<file path="src/sv/tarp_pkg.sv">
// Shared types, constants and the LFSR helper function of the triad arpeggiator.
package tarp_pkg;

  // Stream payload widths, padded to whole bytes.
  localparam int IN_TDATA_W  = 16;
  localparam int OUT_TDATA_W = 8;

  // Configuration port.
  localparam int APB_ADDR_W = 4;
  localparam int APB_DATA_W = 32;

  // Field and state widths.
  localparam int HELD_W = 7;
  localparam int NOTE_W = 8;
  localparam int STEP_W = 2;
  localparam int SPAN_W = 4;
  localparam int LFSR_W = 16;

  // Default octave limit, handed to the top level parameter.
  localparam int MAX_OCTAVES_DEF = 8;

  // Remainder unit: one digit of the dividend is folded in per cycle.
  localparam int DIGIT_W   = 4;
  localparam int DIV_STEPS = LFSR_W / DIGIT_W;
  localparam int DIV_CNT_W = (DIV_STEPS > 1) ? $clog2(DIV_STEPS) : 1;

  // Register indices (address bits [3:2]).
  localparam logic [1:0] REG_RATE   = 2'd0;
  localparam logic [1:0] REG_MODE   = 2'd1;
  localparam logic [1:0] REG_SPAN   = 2'd2;
  localparam logic [1:0] REG_REPEAT = 2'd3;

  // Stepping patterns.
  localparam logic [1:0] MODE_UP     = 2'd0;
  localparam logic [1:0] MODE_DOWN   = 2'd1;
  localparam logic [1:0] MODE_UPDOWN = 2'd2;
  localparam logic [1:0] MODE_RANDOM = 2'd3;

  // Chord steps.
  localparam logic [STEP_W-1:0] STEP_ROOT  = 2'd0;
  localparam logic [STEP_W-1:0] STEP_THIRD = 2'd1;
  localparam logic [STEP_W-1:0] STEP_FIFTH = 2'd2;
  localparam logic [SPAN_W-1:0] CHORD_STEPS = 4'd3;

  // Musical constants.
  localparam logic [NOTE_W-1:0] THIRD_OFFSET    = 8'd4;
  localparam logic [NOTE_W-1:0] FIFTH_OFFSET    = 8'd7;
  localparam logic [NOTE_W-1:0] OCTAVE_SEMIS    = 8'd12;
  localparam logic [NOTE_W-1:0] LOWEST_PLAYABLE = 8'd8;

  // Reset values.
  localparam logic [1:0]        RATE_RST  = 2'd1;
  localparam logic [1:0]        MODE_RST  = MODE_RANDOM;
  localparam logic [SPAN_W-1:0] SPAN_RST  = 4'd1;
  localparam logic [LFSR_W-1:0] LFSR_SEED = 16'hACE1;
  localparam logic [LFSR_W-1:0] LFSR_TAPS = 16'hB400;

  // Sequencer states.
  typedef enum logic [1:0] {
    ST_IDLE,
    ST_DRAW_OCT,
    ST_DRAW_STEP,
    ST_EMIT
  } tarp_state_t;

  // Request to the remainder unit.
  typedef struct packed {
    logic                start;
    logic [LFSR_W-1:0]   dividend;
    logic [DIGIT_W-1:0]  divisor;
  } tarp_mod_req_t;

  // One shift of the Galois LFSR.
  function automatic logic [LFSR_W-1:0] lfsr_next(input logic [LFSR_W-1:0] x);
    logic [LFSR_W-1:0] shifted;
    shifted = {1'b0, x[LFSR_W-1:1]};
    return x[0] ? (shifted ^ LFSR_TAPS) : shifted;
  endfunction

endpackage

</file>
<file path="src/sv/tarp_mod_unit.sv">
// Iterative remainder unit: dividend modulo a small divisor, one digit per cycle.
module tarp_mod_unit (
  input  logic                          clk,
  input  logic                          rst,
  input  tarp_pkg::tarp_mod_req_t       req,
  output logic                          done,
  output logic [tarp_pkg::DIGIT_W-1:0]  remainder
);
  import tarp_pkg::*;

  logic                 busy;
  logic [DIV_CNT_W-1:0] cnt;
  logic [LFSR_W-1:0]    shreg;
  logic [DIGIT_W-1:0]   divisor;
  logic [DIGIT_W-1:0]   remainder_next;

  // Fold the top digit of the shift register into the running remainder.
  always_comb begin
    logic [DIGIT_W:0] r;
    r = {1'b0, remainder};
    for (int i = DIGIT_W - 1; i >= 0; i--) begin
      r = {r[DIGIT_W-1:0], shreg[LFSR_W-DIGIT_W+i]};
      if (r >= {1'b0, divisor}) begin
        r = r - {1'b0, divisor};
      end
    end
    remainder_next = r[DIGIT_W-1:0];
  end

  // Control: a start loads the operands, then the digits are walked through.
  always_ff @(posedge clk) begin
    if (rst) begin
      busy <= 1'b0;
      done <= 1'b0;
      cnt  <= '0;
    end else begin
      done <= 1'b0;
      if (req.start) begin
        busy <= 1'b1;
        cnt  <= '0;
      end else if (busy) begin
        cnt <= cnt + 1'b1;
        if (cnt == DIV_CNT_W'(DIV_STEPS - 1)) begin
          busy <= 1'b0;
          done <= 1'b1;
        end
      end
    end
  end

  // Datapath registers.
  always_ff @(posedge clk) begin
    if (req.start) begin
      shreg     <= req.dividend;
      divisor   <= req.divisor;
      remainder <= '0;
    end else if (busy) begin
      shreg     <= {shreg[LFSR_W-DIGIT_W-1:0], {DIGIT_W{1'b0}}};
      remainder <= remainder_next;
    end
  end

endmodule

</file>
<file path="src/sv/triad_arpeggiator.sv">
// Top level of the triad arpeggiator: stream ports, register file and step sequencer.
// A tick that does not fire leaves the sequencer idle. A firing tick in up, down or up-down
// mode goes to the emit state, which loads a playable note once the output register is free.
// In random mode it first makes two draws, octave then chord step, on the shared
// one-digit-per-cycle remainder unit. Input ticks are refused until the sequencer is idle.
// Synchronous active-high reset restores the configuration registers, the pattern state and the LFSR seed.
module triad_arpeggiator #(
  parameter int MAX_OCTAVES = tarp_pkg::MAX_OCTAVES_DEF
) (
  input  logic                               clk,
  input  logic                               rst,
  // Input beat: [0] tick_thirtysecond, [1] tick_sixteenth, [2] tick_eighth,
  // [3] tick_quarter, [10:4] held_note, [15:11] zero
  input  logic                               s_axis_tvalid,
  output logic                               s_axis_tready,
  input  logic [tarp_pkg::IN_TDATA_W-1:0]    s_axis_tdata,
  // Output beat: [7:0] play_note
  output logic                               m_axis_tvalid,
  input  logic                               m_axis_tready,
  output logic [tarp_pkg::OUT_TDATA_W-1:0]   m_axis_tdata,
  // Configuration port
  input  logic                               psel,
  input  logic                               penable,
  input  logic                               pwrite,
  input  logic [tarp_pkg::APB_ADDR_W-1:0]    paddr,
  input  logic [tarp_pkg::APB_DATA_W-1:0]    pwdata,
  output logic [tarp_pkg::APB_DATA_W-1:0]    prdata,
  output logic                               pready
);
  import tarp_pkg::*;

  localparam int OCT_W = (MAX_OCTAVES > 1) ? $clog2(MAX_OCTAVES) : 1;
  localparam logic [SPAN_W-1:0] SPAN_MAX = SPAN_W'(MAX_OCTAVES);

  // Configuration registers.
  logic [1:0]        rate_select;
  logic [1:0]        pattern_mode;
  logic [SPAN_W-1:0] octave_span;
  logic              repeat_root_only;

  // Pattern state.
  tarp_state_t        state, state_next;
  logic [STEP_W-1:0]  chord_step, chord_step_next;
  logic [OCT_W-1:0]   octave_now, octave_now_next;
  logic               going_down, going_down_next;
  logic [LFSR_W-1:0]  random_lfsr, random_lfsr_next;
  logic [NOTE_W-1:0]  note_out, note_out_next;
  logic               note_play, note_play_next;
  logic               out_load;

  // Remainder unit connection.
  tarp_mod_req_t      mod_req;
  logic               mod_done;
  logic [DIGIT_W-1:0] mod_rem;

  // Combinational views of the input beat.
  logic [3:0]         ticks;
  logic [HELD_W-1:0]  held_note;
  logic               fire;
  logic [SPAN_W-1:0]  span_eff;
  logic [SPAN_W-1:0]  oct_top;
  logic [OCT_W-1:0]   oct_c;
  logic [SPAN_W-1:0]  oct_w;
  logic [NOTE_W-1:0]  note_offset;
  logic [NOTE_W-1:0]  note_base;
  logic               apb_write;

  assign ticks     = s_axis_tdata[3:0];
  assign held_note = s_axis_tdata[HELD_W+3:4];
  assign s_axis_tready = (state == ST_IDLE);
  assign fire = s_axis_tvalid && s_axis_tready && ticks[rate_select];

  // Configuration port: writes in the access phase, reads straight from the registers.
  assign pready    = 1'b1;
  assign apb_write = psel && penable && pwrite && pready;

  always_comb begin
    prdata = '0;
    case (paddr[3:2])
      REG_RATE:   prdata = APB_DATA_W'(rate_select);
      REG_MODE:   prdata = APB_DATA_W'(pattern_mode);
      REG_SPAN:   prdata = APB_DATA_W'(octave_span);
      REG_REPEAT: prdata = APB_DATA_W'(repeat_root_only);
      default:    prdata = '0;
    endcase
  end

  always_ff @(posedge clk) begin
    if (rst) begin
      rate_select      <= RATE_RST;
      pattern_mode     <= MODE_RST;
      octave_span      <= SPAN_RST;
      repeat_root_only <= 1'b0;
    end else if (apb_write) begin
      case (paddr[3:2])
        REG_RATE:   rate_select      <= pwdata[1:0];
        REG_MODE:   pattern_mode     <= pwdata[1:0];
        REG_SPAN:   octave_span      <= pwdata[SPAN_W-1:0];
        REG_REPEAT: repeat_root_only <= pwdata[0];
        default:    ;
      endcase
    end
  end

  // Effective span and the octave saturated into it.
  always_comb begin
    if (octave_span == '0) begin
      span_eff = SPAN_W'(1);
    end else if (octave_span > SPAN_MAX) begin
      span_eff = SPAN_MAX;
    end else begin
      span_eff = octave_span;
    end
    oct_top = span_eff - 1'b1;
    oct_c   = (SPAN_W'(octave_now) > oct_top) ? OCT_W'(oct_top) : octave_now;
    oct_w   = SPAN_W'(oct_c);
  end

  // Chord note before the octave offset.
  always_comb begin
    note_offset = '0;
    if (!repeat_root_only) begin
      case (chord_step)
        STEP_THIRD: note_offset = THIRD_OFFSET;
        STEP_FIFTH: note_offset = FIFTH_OFFSET;
        default:    note_offset = '0;
      endcase
    end
    note_base = NOTE_W'(held_note) + note_offset;
  end

  // Sequencer: next state, pattern advance and remainder unit requests.
  always_comb begin
    state_next       = state;
    chord_step_next  = chord_step;
    octave_now_next  = octave_now;
    going_down_next  = going_down;
    random_lfsr_next = random_lfsr;
    note_out_next    = note_out;
    note_play_next   = note_play;
    out_load         = 1'b0;
    mod_req.start    = 1'b0;
    mod_req.dividend = lfsr_next(random_lfsr);
    mod_req.divisor  = span_eff;

    case (state)
      ST_IDLE: begin
        if (fire) begin
          note_play_next  = (note_base > LOWEST_PLAYABLE);
          note_out_next   = note_base + OCTAVE_SEMIS * NOTE_W'(oct_c);
          octave_now_next = oct_c;
          state_next      = ST_EMIT;
          case (pattern_mode)
            MODE_UP: begin
              if (chord_step == STEP_FIFTH) begin
                octave_now_next = (oct_w == oct_top) ? '0 : OCT_W'(oct_w + 1'b1);
                chord_step_next = STEP_ROOT;
              end else begin
                chord_step_next = chord_step + 1'b1;
              end
            end
            MODE_DOWN: begin
              if (chord_step == STEP_ROOT) begin
                octave_now_next = (oct_w == '0) ? OCT_W'(oct_top) : OCT_W'(oct_w - 1'b1);
                chord_step_next = STEP_FIFTH;
              end else begin
                chord_step_next = chord_step - 1'b1;
              end
            end
            MODE_UPDOWN: begin
              if (!going_down) begin
                if (chord_step == STEP_FIFTH) begin
                  if (oct_w == oct_top) begin
                    going_down_next = 1'b1;
                  end else begin
                    octave_now_next = OCT_W'(oct_w + 1'b1);
                  end
                  chord_step_next = STEP_ROOT;
                end else begin
                  chord_step_next = chord_step + 1'b1;
                end
              end else begin
                if (chord_step == STEP_ROOT) begin
                  if (oct_w == '0) begin
                    going_down_next = 1'b0;
                  end else begin
                    octave_now_next = OCT_W'(oct_w - 1'b1);
                  end
                  chord_step_next = STEP_FIFTH;
                end else begin
                  chord_step_next = chord_step - 1'b1;
                end
              end
            end
            default: begin
              // Random: shift the LFSR and draw the octave first.
              random_lfsr_next = lfsr_next(random_lfsr);
              mod_req.start    = 1'b1;
              state_next       = ST_DRAW_OCT;
            end
          endcase
        end
      end

      ST_DRAW_OCT: begin
        if (mod_done) begin
          octave_now_next  = OCT_W'(mod_rem);
          random_lfsr_next = lfsr_next(random_lfsr);
          mod_req.start    = 1'b1;
          mod_req.divisor  = CHORD_STEPS;
          state_next       = ST_DRAW_STEP;
        end
      end

      ST_DRAW_STEP: begin
        if (mod_done) begin
          chord_step_next = STEP_W'(mod_rem);
          state_next      = ST_EMIT;
        end
      end

      ST_EMIT: begin
        // A low note is dropped; otherwise wait for the output register to free up.
        if (!note_play) begin
          state_next = ST_IDLE;
        end else if (!m_axis_tvalid || m_axis_tready) begin
          out_load   = 1'b1;
          state_next = ST_IDLE;
        end
      end

      default: state_next = ST_IDLE;
    endcase
  end

  // Sequencer and pattern state registers.
  always_ff @(posedge clk) begin
    if (rst) begin
      state       <= ST_IDLE;
      chord_step  <= STEP_ROOT;
      octave_now  <= '0;
      going_down  <= 1'b0;
      random_lfsr <= LFSR_SEED;
    end else begin
      state       <= state_next;
      chord_step  <= chord_step_next;
      octave_now  <= octave_now_next;
      going_down  <= going_down_next;
      random_lfsr <= random_lfsr_next;
    end
  end

  // Note held between acceptance and emission.
  always_ff @(posedge clk) begin
    note_out  <= note_out_next;
    note_play <= note_play_next;
  end

  // Output register: the beat stays until the sink takes it.
  always_ff @(posedge clk) begin
    if (rst) begin
      m_axis_tvalid <= 1'b0;
    end else if (out_load) begin
      m_axis_tvalid <= 1'b1;
    end else if (m_axis_tready) begin
      m_axis_tvalid <= 1'b0;
    end
  end

  always_ff @(posedge clk) begin
    if (out_load) begin
      m_axis_tdata <= note_out;
    end
  end

  // Shared remainder unit for the random draws.
  tarp_mod_unit u_mod (
    .clk       (clk),
    .rst       (rst),
    .req       (mod_req),
    .done      (mod_done),
    .remainder (mod_rem)
  );

endmodule

</file>
<file path="config.mk">
export PLATFORM = sky130hd
export DESIGN_NAME = triad_arpeggiator
export DESIGN_NICKNAME = d
export VERILOG_FILES = /design/src/sv/tarp_pkg.sv /design/src/sv/tarp_mod_unit.sv /design/src/sv/triad_arpeggiator.sv
export SDC_FILE = /design/constraint.sdc
export NUM_CORES = 1
export LEC_CHECK = 0
export ABC_CLOCK_PERIOD_IN_PS = 10310
export BUFFER_PORTS_ARGS = -buffer_cell sky130_fd_sc_hd__buf_2
export CORE_UTILIZATION = 45
export CTS_CLUSTER_SIZE = 20
export DETAILED_ROUTE_END_ITERATION = 10
export PLACE_DENSITY = 0.72
export SLEW_MARGIN = 20
export SYNTH_ARGS = -nofsm -noshare
export SYNTH_HDL_FRONTEND = slang
export SYNTH_SLANG_ARGS = --single-unit
</file>
<file path="constraint.sdc">
create_clock -name clk -period 10.31 [get_ports clk]
set_input_delay 0.5155 -clock clk [delete_from_list [all_inputs] [get_ports clk]]
set_output_delay 0.5155 -clock clk [all_outputs]
set_load 0.02 [all_outputs]
</file>
==> impl_metrics.ini, run 1 <==
[routing]
drt_iter0_drc = 216
vias = 3927
firstDrtPassIters = 5
drt-met1-wl_mm = 4.86
wire_per_inst_um = 13.9
top_layer = met4
routed_via_density = 5.22
route.met2.wl_mm = 4.99
route.met3.wl_um = 388
antenna_left = 0
route.detailed.drc = 0
drt_wl_total_mm = 10.4

[yosys]
synth-compound-area-share_pct = 14.3
synth_edf_count = 37
yosysUniqueCellTypes = 63
syn-cell-area_sq_mm = 0.00530
synthSimpleGateAreaFrac_pct = 16.9
synth.avg_cell_area_sq_um = 9.21
synth_top_family_by_area = simple AND/OR/NAND/NOR gates
syn_inst = 575
synth_top_flop_cell = dfxtp_1
ys_seq_area_share_pct = 36.9
ys_warn_count = 0
synth_adder_area_share_pct = 13.7
synthXorXnorAreaFrac_pct = 4.06
ys_ff_latch = 79
synthArstFlopShare_pct = 0
yosys-mux-area-fraction_pct = 5.60

[floorplan]
start_util_pct = 46.2
die_w_um = 110
fp.coreArea_sq_mm = 0.0115
io_pins = 102
die_area_sq_mm = 0.0122
std_cell_rows = 39
fp.dieH_um = 110

[setup_path]
critPathLaunchType = register
worstPathMaxFanout = 6
critPathArrivalTime_ns = 6.44
crit_buf_inv = 2
required_ns = 10.58
slowest_stage = edfxtp_1
crit_path_max_incr_delay_ns = 0.49
worst_path_most_repeated_cell = ha_1
crit_type = register to register
cpLargestDelayFamily = compound AO/OA/AOI/OAI gates
cp-end-kind = register

[power]
leakagePower_nw = 2.55
p_per_area_mw_per_mm2 = 331
ir_drop_v = 0.000257

[sta]
rsz0062_at_grt = false
fmax_mhz = 162
setup_violations = 0
period_minus_slack_ns = 6.17
slew_viol_final = 0
hold_violations = 0
fin_ws_ns = 4.14
min_period_over_period_pct = 59.9
setup-tns-final_ns = 0
worst_pin_slew_ns = 0.838
slew_headroom_pct = 44.1
fin_skew_ns = 0.0106
hold_slack_ns = 0.420

[place]
dpl.cell_count = 736
pre_cts_ws_ns = 4.21
io_buffers = 37
post-dp-hpwl_mm = 7.80
gp_congestion = 0.889

[cts]
cts_root_buf = clkbuf_16
clk_path_buf_depth = 2
cts_tree = done
clock_sinks = 79
path_clk_slew_ns = 0.06
clock_latency_ns = 0.34
numCtsBuffers = 9
ctsResizeCount = 0
cts_post_setup_buffers_inserted = 0
ctsHoldBuffers = 0
htreeDepth = 3

[layout]
drive_gt1_share_pct = 12.8
final_util_pct = 50.6
fin_nets = 717
num_antenna_cells = 0
fillers = 1032
stdcell_count = 752
syn_to_final_growth_pct = 9.66

[worst_hold_path]
hold_path.class = register to register

[global_route]
grt_max_degree = 32
antenna_found_initial = 0
grt.total_usage_pct = 17.3
grt_pass1_wl_mm = 17.3
gr-total-overflow = 0
first_global_vias = 3768

[flow_run]
max_cap_violations = 0

[status]
status = complete, no violations
[power breakdown]
part | total, mW | internal [mW] | switching [mW]
logic | 1.12 | 0.487 | 0.629
registers | 0.461 | 0.419 | 0.0417
clock network | 0.347 | 0.215 | 0.132
[cell usage in the layout, fill, tap and decap left out, types with 5 or more instances in the layout]
master     instances
a21oi_1           40
xnor2_1           14
a211o_1            5
edfxtp_1          37
nor3_1             6
nor2b_1           11
nand2_1           82
o21ai_0           16
a211oi_1           6
mux2_2             7
nand3_1           14
nor2_1            40
a21oi_2            5
nand2b_1          11
conb_1            29
and2_1             7
buf_2             37
clkbuf_16          9
xor2_1             8
a21o_1             7
dfxtp_1           42
ha_1              47
inv_1             41
a311oi_1           5
fa_1               7
mux2i_1           18
[final timing paths]
check,start,end,slack [ns],cells after the start
hold reg to reg,note_out[6],m_axis_tdata[6],0.42,0
hold / removal,note_out[6],m_axis_tdata[6],0.42,0
setup / recovery,u_mod.divisor[1],u_mod.remainder[0],4.14,27
setup reg to reg,u_mod.divisor[1],u_mod.remainder[0],4.14,27
[through the flow]
stage / cell area, sq um / total power, mW
after floorplan: 5400 / 1.38
after global placement: 5470 / 1.52
after detailed placement: 5470 / 1.57
after CTS: 5800 / 1.93
after global routing: 5810 / 2.08
final: 5810 / 1.92
[state kept, by name, summed over array words and instances (netlist names), 2 cells and up]
register	cells
octave_span	4
m_axis_tdata	8
octave_now	3
chord_step	2
u_mod.cnt	2
u_mod.shreg	16
note_out	8
u_mod.divisor	4
pattern_mode	2
random_lfsr	16
state	2
rate_select	2
u_mod.remainder	4
[final cells by class]
class                      count  area [sq um]  share of cell area, %
timing repair buffer          37           185                   3.19
multi-input combinational    436          3010                   51.8
tap                          143           179                   3.08
clock inverter                 7           103                   1.77
sequential                    79          1950                   33.6
inverter                      41           154                   2.65
clock buffer                   9           225                   3.88
[synth_stat cells (4+ instances only)]
library cell	instances	area, sq um
xnor2_1	14	123
inv_1	41	154
a21oi_2	5	43.8
and2_1	7	43.8
o21ai_0	16	80.1
a21oi_1	40	200
buf_4	30	225
a21o_1	7	52.6
mux2_2	7	78.8
a211o_1	5	43.8
mux2i_1	18	180
nor2b_1	11	68.8
xor2_1	8	70.1
a211oi_1	6	45.0
a311oi_1	5	43.8
ha_1	47	588
nand2_1	82	308
edfxtp_1	37	1110
nor2_1	40	150
nor3_1	6	30.0
nand3_1	14	70.1
dfxtp_1	42	841
fa_1	7	140
clkbuf_1	12	45.0
or3_1	4	25.0
nand2b_1	11	68.8
[cells by family (layout without fill, tap and decap cells)]
logic type / count (synthesis) / after routing
simple gates: 192 / 192
other cells: 2 / 29
compound gates: 111 / 111
flops: 79 / 79
xor+xnor: 23 / 23
buf+inv: 87 / 94
fa+ha+maj: 54 / 54
mux: 27 / 27
[per-layer routing]
layer	global-route usage, %	vias to the layer above
met5	0	-
met4	5.87	0
met3	3.13	16
met2	29.2	92
met1	22.2	1832
li1	-	1987
(Power assumes the default switching activity.)
==> inputs of run 2 (changes only) <==
--- a/config.mk
+++ b/config.mk
@@ -5,12 +5,12 @@
 export SDC_FILE = /design/constraint.sdc
 export NUM_CORES = 1
 export LEC_CHECK = 0
-export ABC_CLOCK_PERIOD_IN_PS = 10310
+export ABC_CLOCK_PERIOD_IN_PS = 5000
 export BUFFER_PORTS_ARGS = -buffer_cell sky130_fd_sc_hd__buf_2
 export CORE_UTILIZATION = 45
 export CTS_CLUSTER_SIZE = 20
 export DETAILED_ROUTE_END_ITERATION = 10
-export PLACE_DENSITY = 0.72
+export PLACE_DENSITY = 0.75
 export SLEW_MARGIN = 20
 export SYNTH_ARGS = -nofsm -noshare
 export SYNTH_HDL_FRONTEND = slang
==> constraint.sdc (replaced) <==
create_clock -name clk -period 5 [get_ports clk]
set_input_delay 0.25 -clock clk [delete_from_list [all_inputs] [get_ports clk]]
set_output_delay 0.25 -clock clk [all_outputs]
set_load 0.02 [all_outputs]
==> run 2 against run 1 <==
  * The run now ends with setup timing left
  * Critical path depth up 4
  * Core utilization grew 6.4 points
  * Worst hold slack got worse by 0.23 ns
  * Sequential share of layout area is 3.7 points lower
  * Fmax increased by 19%
  * Die area unchanged
  * Global-route usage up 2.3 points
  * Critical endpoint unchanged
==> impl_metrics.ini, run 2 (same netlist as run 1, synthesis figures left out) <==
[place]
place_area_sq_mm = 0.00575
gp_congestion = 0.931
pre_cts_ws_ns = -0.211
io_buffers = 37
post-dp-hpwl_mm = 8.38

[setup_path]
rrSetupSlack_ns = -0.19
worst_path_most_repeated_cell = buf_4
worstPathMaxFanout = 4
crit_path_max_incr_delay_ns = 0.44
critPathLaunchType = register
crit_buf_inv = 16
required_ns = 5.26
cp-end-kind = register
critPathArrivalTime_ns = 5.45
crit_type = register to register
slowest_stage = edfxtp_1
cpLargestDelayFamily = buffers and inverters

[routing]
routed_via_density = 5.29
drt_wl_total_mm = 12.1
route.detailed.drc = 0
drt_iter0_drc = 217
antenna_left = 0
vias = 4326
wire_per_inst_um = 14.8
firstDrtPassIters = 5

[cts]
cts_root_buf = clkbuf_16
cts_tree = done
ctsHoldBuffers = 0
clk_path_buf_depth = 2
path_clk_slew_ns = 0.06
clock_latency_ns = 0.33
numCtsBuffers = 9
clock_sinks = 79
htreeDepth = 3

[layout]
final_common_cell = nand2_1
final_cell_mix = 79 x nand2_1, 64 x buf_4, 42 x dfxtp_1, 39 x ha_1
fillers = 955
drive_gt1_share_pct = 26.4
fin_nets = 782
design_area_sq_mm = 0.00654
syn_to_final_growth_pct = 23.4
num_antenna_cells = 0
reg_top3 = random_lfsr: 16 flops, u_mod.shreg: 16 flops

[power]
ir_drop_v = 0.000645
p_per_area_mw_per_mm2 = 804
leakagePower_nw = 2.87

[floorplan]
io_pins = 102
fp.coreArea_sq_mm = 0.0115
std_cell_rows = 39
start_util_pct = 46.2
fp.dieH_um = 110
die_w_um = 110
die_area_sq_mm = 0.0122

[global_route]
gr-total-overflow = 0
first_global_vias = 4203
grt_max_degree = 32
grt_pass1_wl_mm = 19.5
grt.total_usage_pct = 19.6
antenna_found_initial = 0

[sta]
slew_headroom_pct = 40.5
min_period_over_period_pct = 104
worst_pin_slew_ns = 0.891
setup_violations = 4
period_minus_slack_ns = 5.19
fmax_mhz = 193
hold_slack_ns = 0.186
hold_violations = 0
fin_ws_ns = -0.190
slew_viol_final = 0
fin_skew_ns = 0.00957
rsz0062_at_grt = true

[flow_run]
max_cap_violations = 0

[status]
status = finished with violations
violations = setup timing

[worst_hold_path]
hold_path.class = input port to register
run 2: tightest hold or removal path, stage by stage:
cell and delay (ns):
buf_2 0.11, nand2_1 0.05, o211ai_1 0.07
run 2: report_power, final:
part,internal [mW],switching (mW),total [mW]
sequential,0.865,0.0928,0.958
combinational,1.89,1.76,3.65
clock,0.385,0.265,0.650
run 2: cell type report:
type | count | area, sq um | share of cell area [%]
clock buffer | 12 | 268 | 4.10
tap | 143 | 179 | 2.74
clock inverter | 4 | 33.8 | 0.517
timing repair buffer | 102 | 677 | 10.4
sequential | 79 | 1950 | 29.9
inverter | 41 | 156 | 2.39
multi-input combinational | 436 | 3270 | 50.0
run 2: timing repair:
item	in CTS	in global routing
gates cloned	0	0
setup endpoints to repair	4	4
buffers inserted	28	9
resized for setup	19	20
pin swaps	14	12
run 2: per-stage QoR:
stage                     util [%]  power (mW)  std cells  TNS, ns
after detailed placement      50.2        3.67        764   -0.687
after CTS                     55.6        4.79        808  -0.0272
final                         57.0        5.26        817   -0.590
after global placement        50.2        3.53        764        0
after global routing          57.0        5.61        817    -1.60
after floorplan                  -        2.94        602  -0.0695
run 2: layer usage:
| metal | vias to the layer above | global-route usage (%) | routed length [um] |
|---|---|---|---|
| met1 | 2054 | 24.2 | 5170 |
| met4 | 0 | 7.38 | 306 |
| li1 | 2116 | - | - |
| met3 | 32 | 3.24 | 519 |
| met2 | 124 | 34.1 | 6110 |
| met5 | - | 0 | 0 |
run 2: final timing paths:
path	endpoint	depth (start not counted)	startpoint
max	u_mod.remainder[0]	31	u_mod.shreg[15]
min	pattern_mode[1]	3	pwdata[1]
max reg2reg	u_mod.remainder[0]	31	u_mod.shreg[15]
min reg2reg	m_axis_tdata[6]	0	note_out[6]
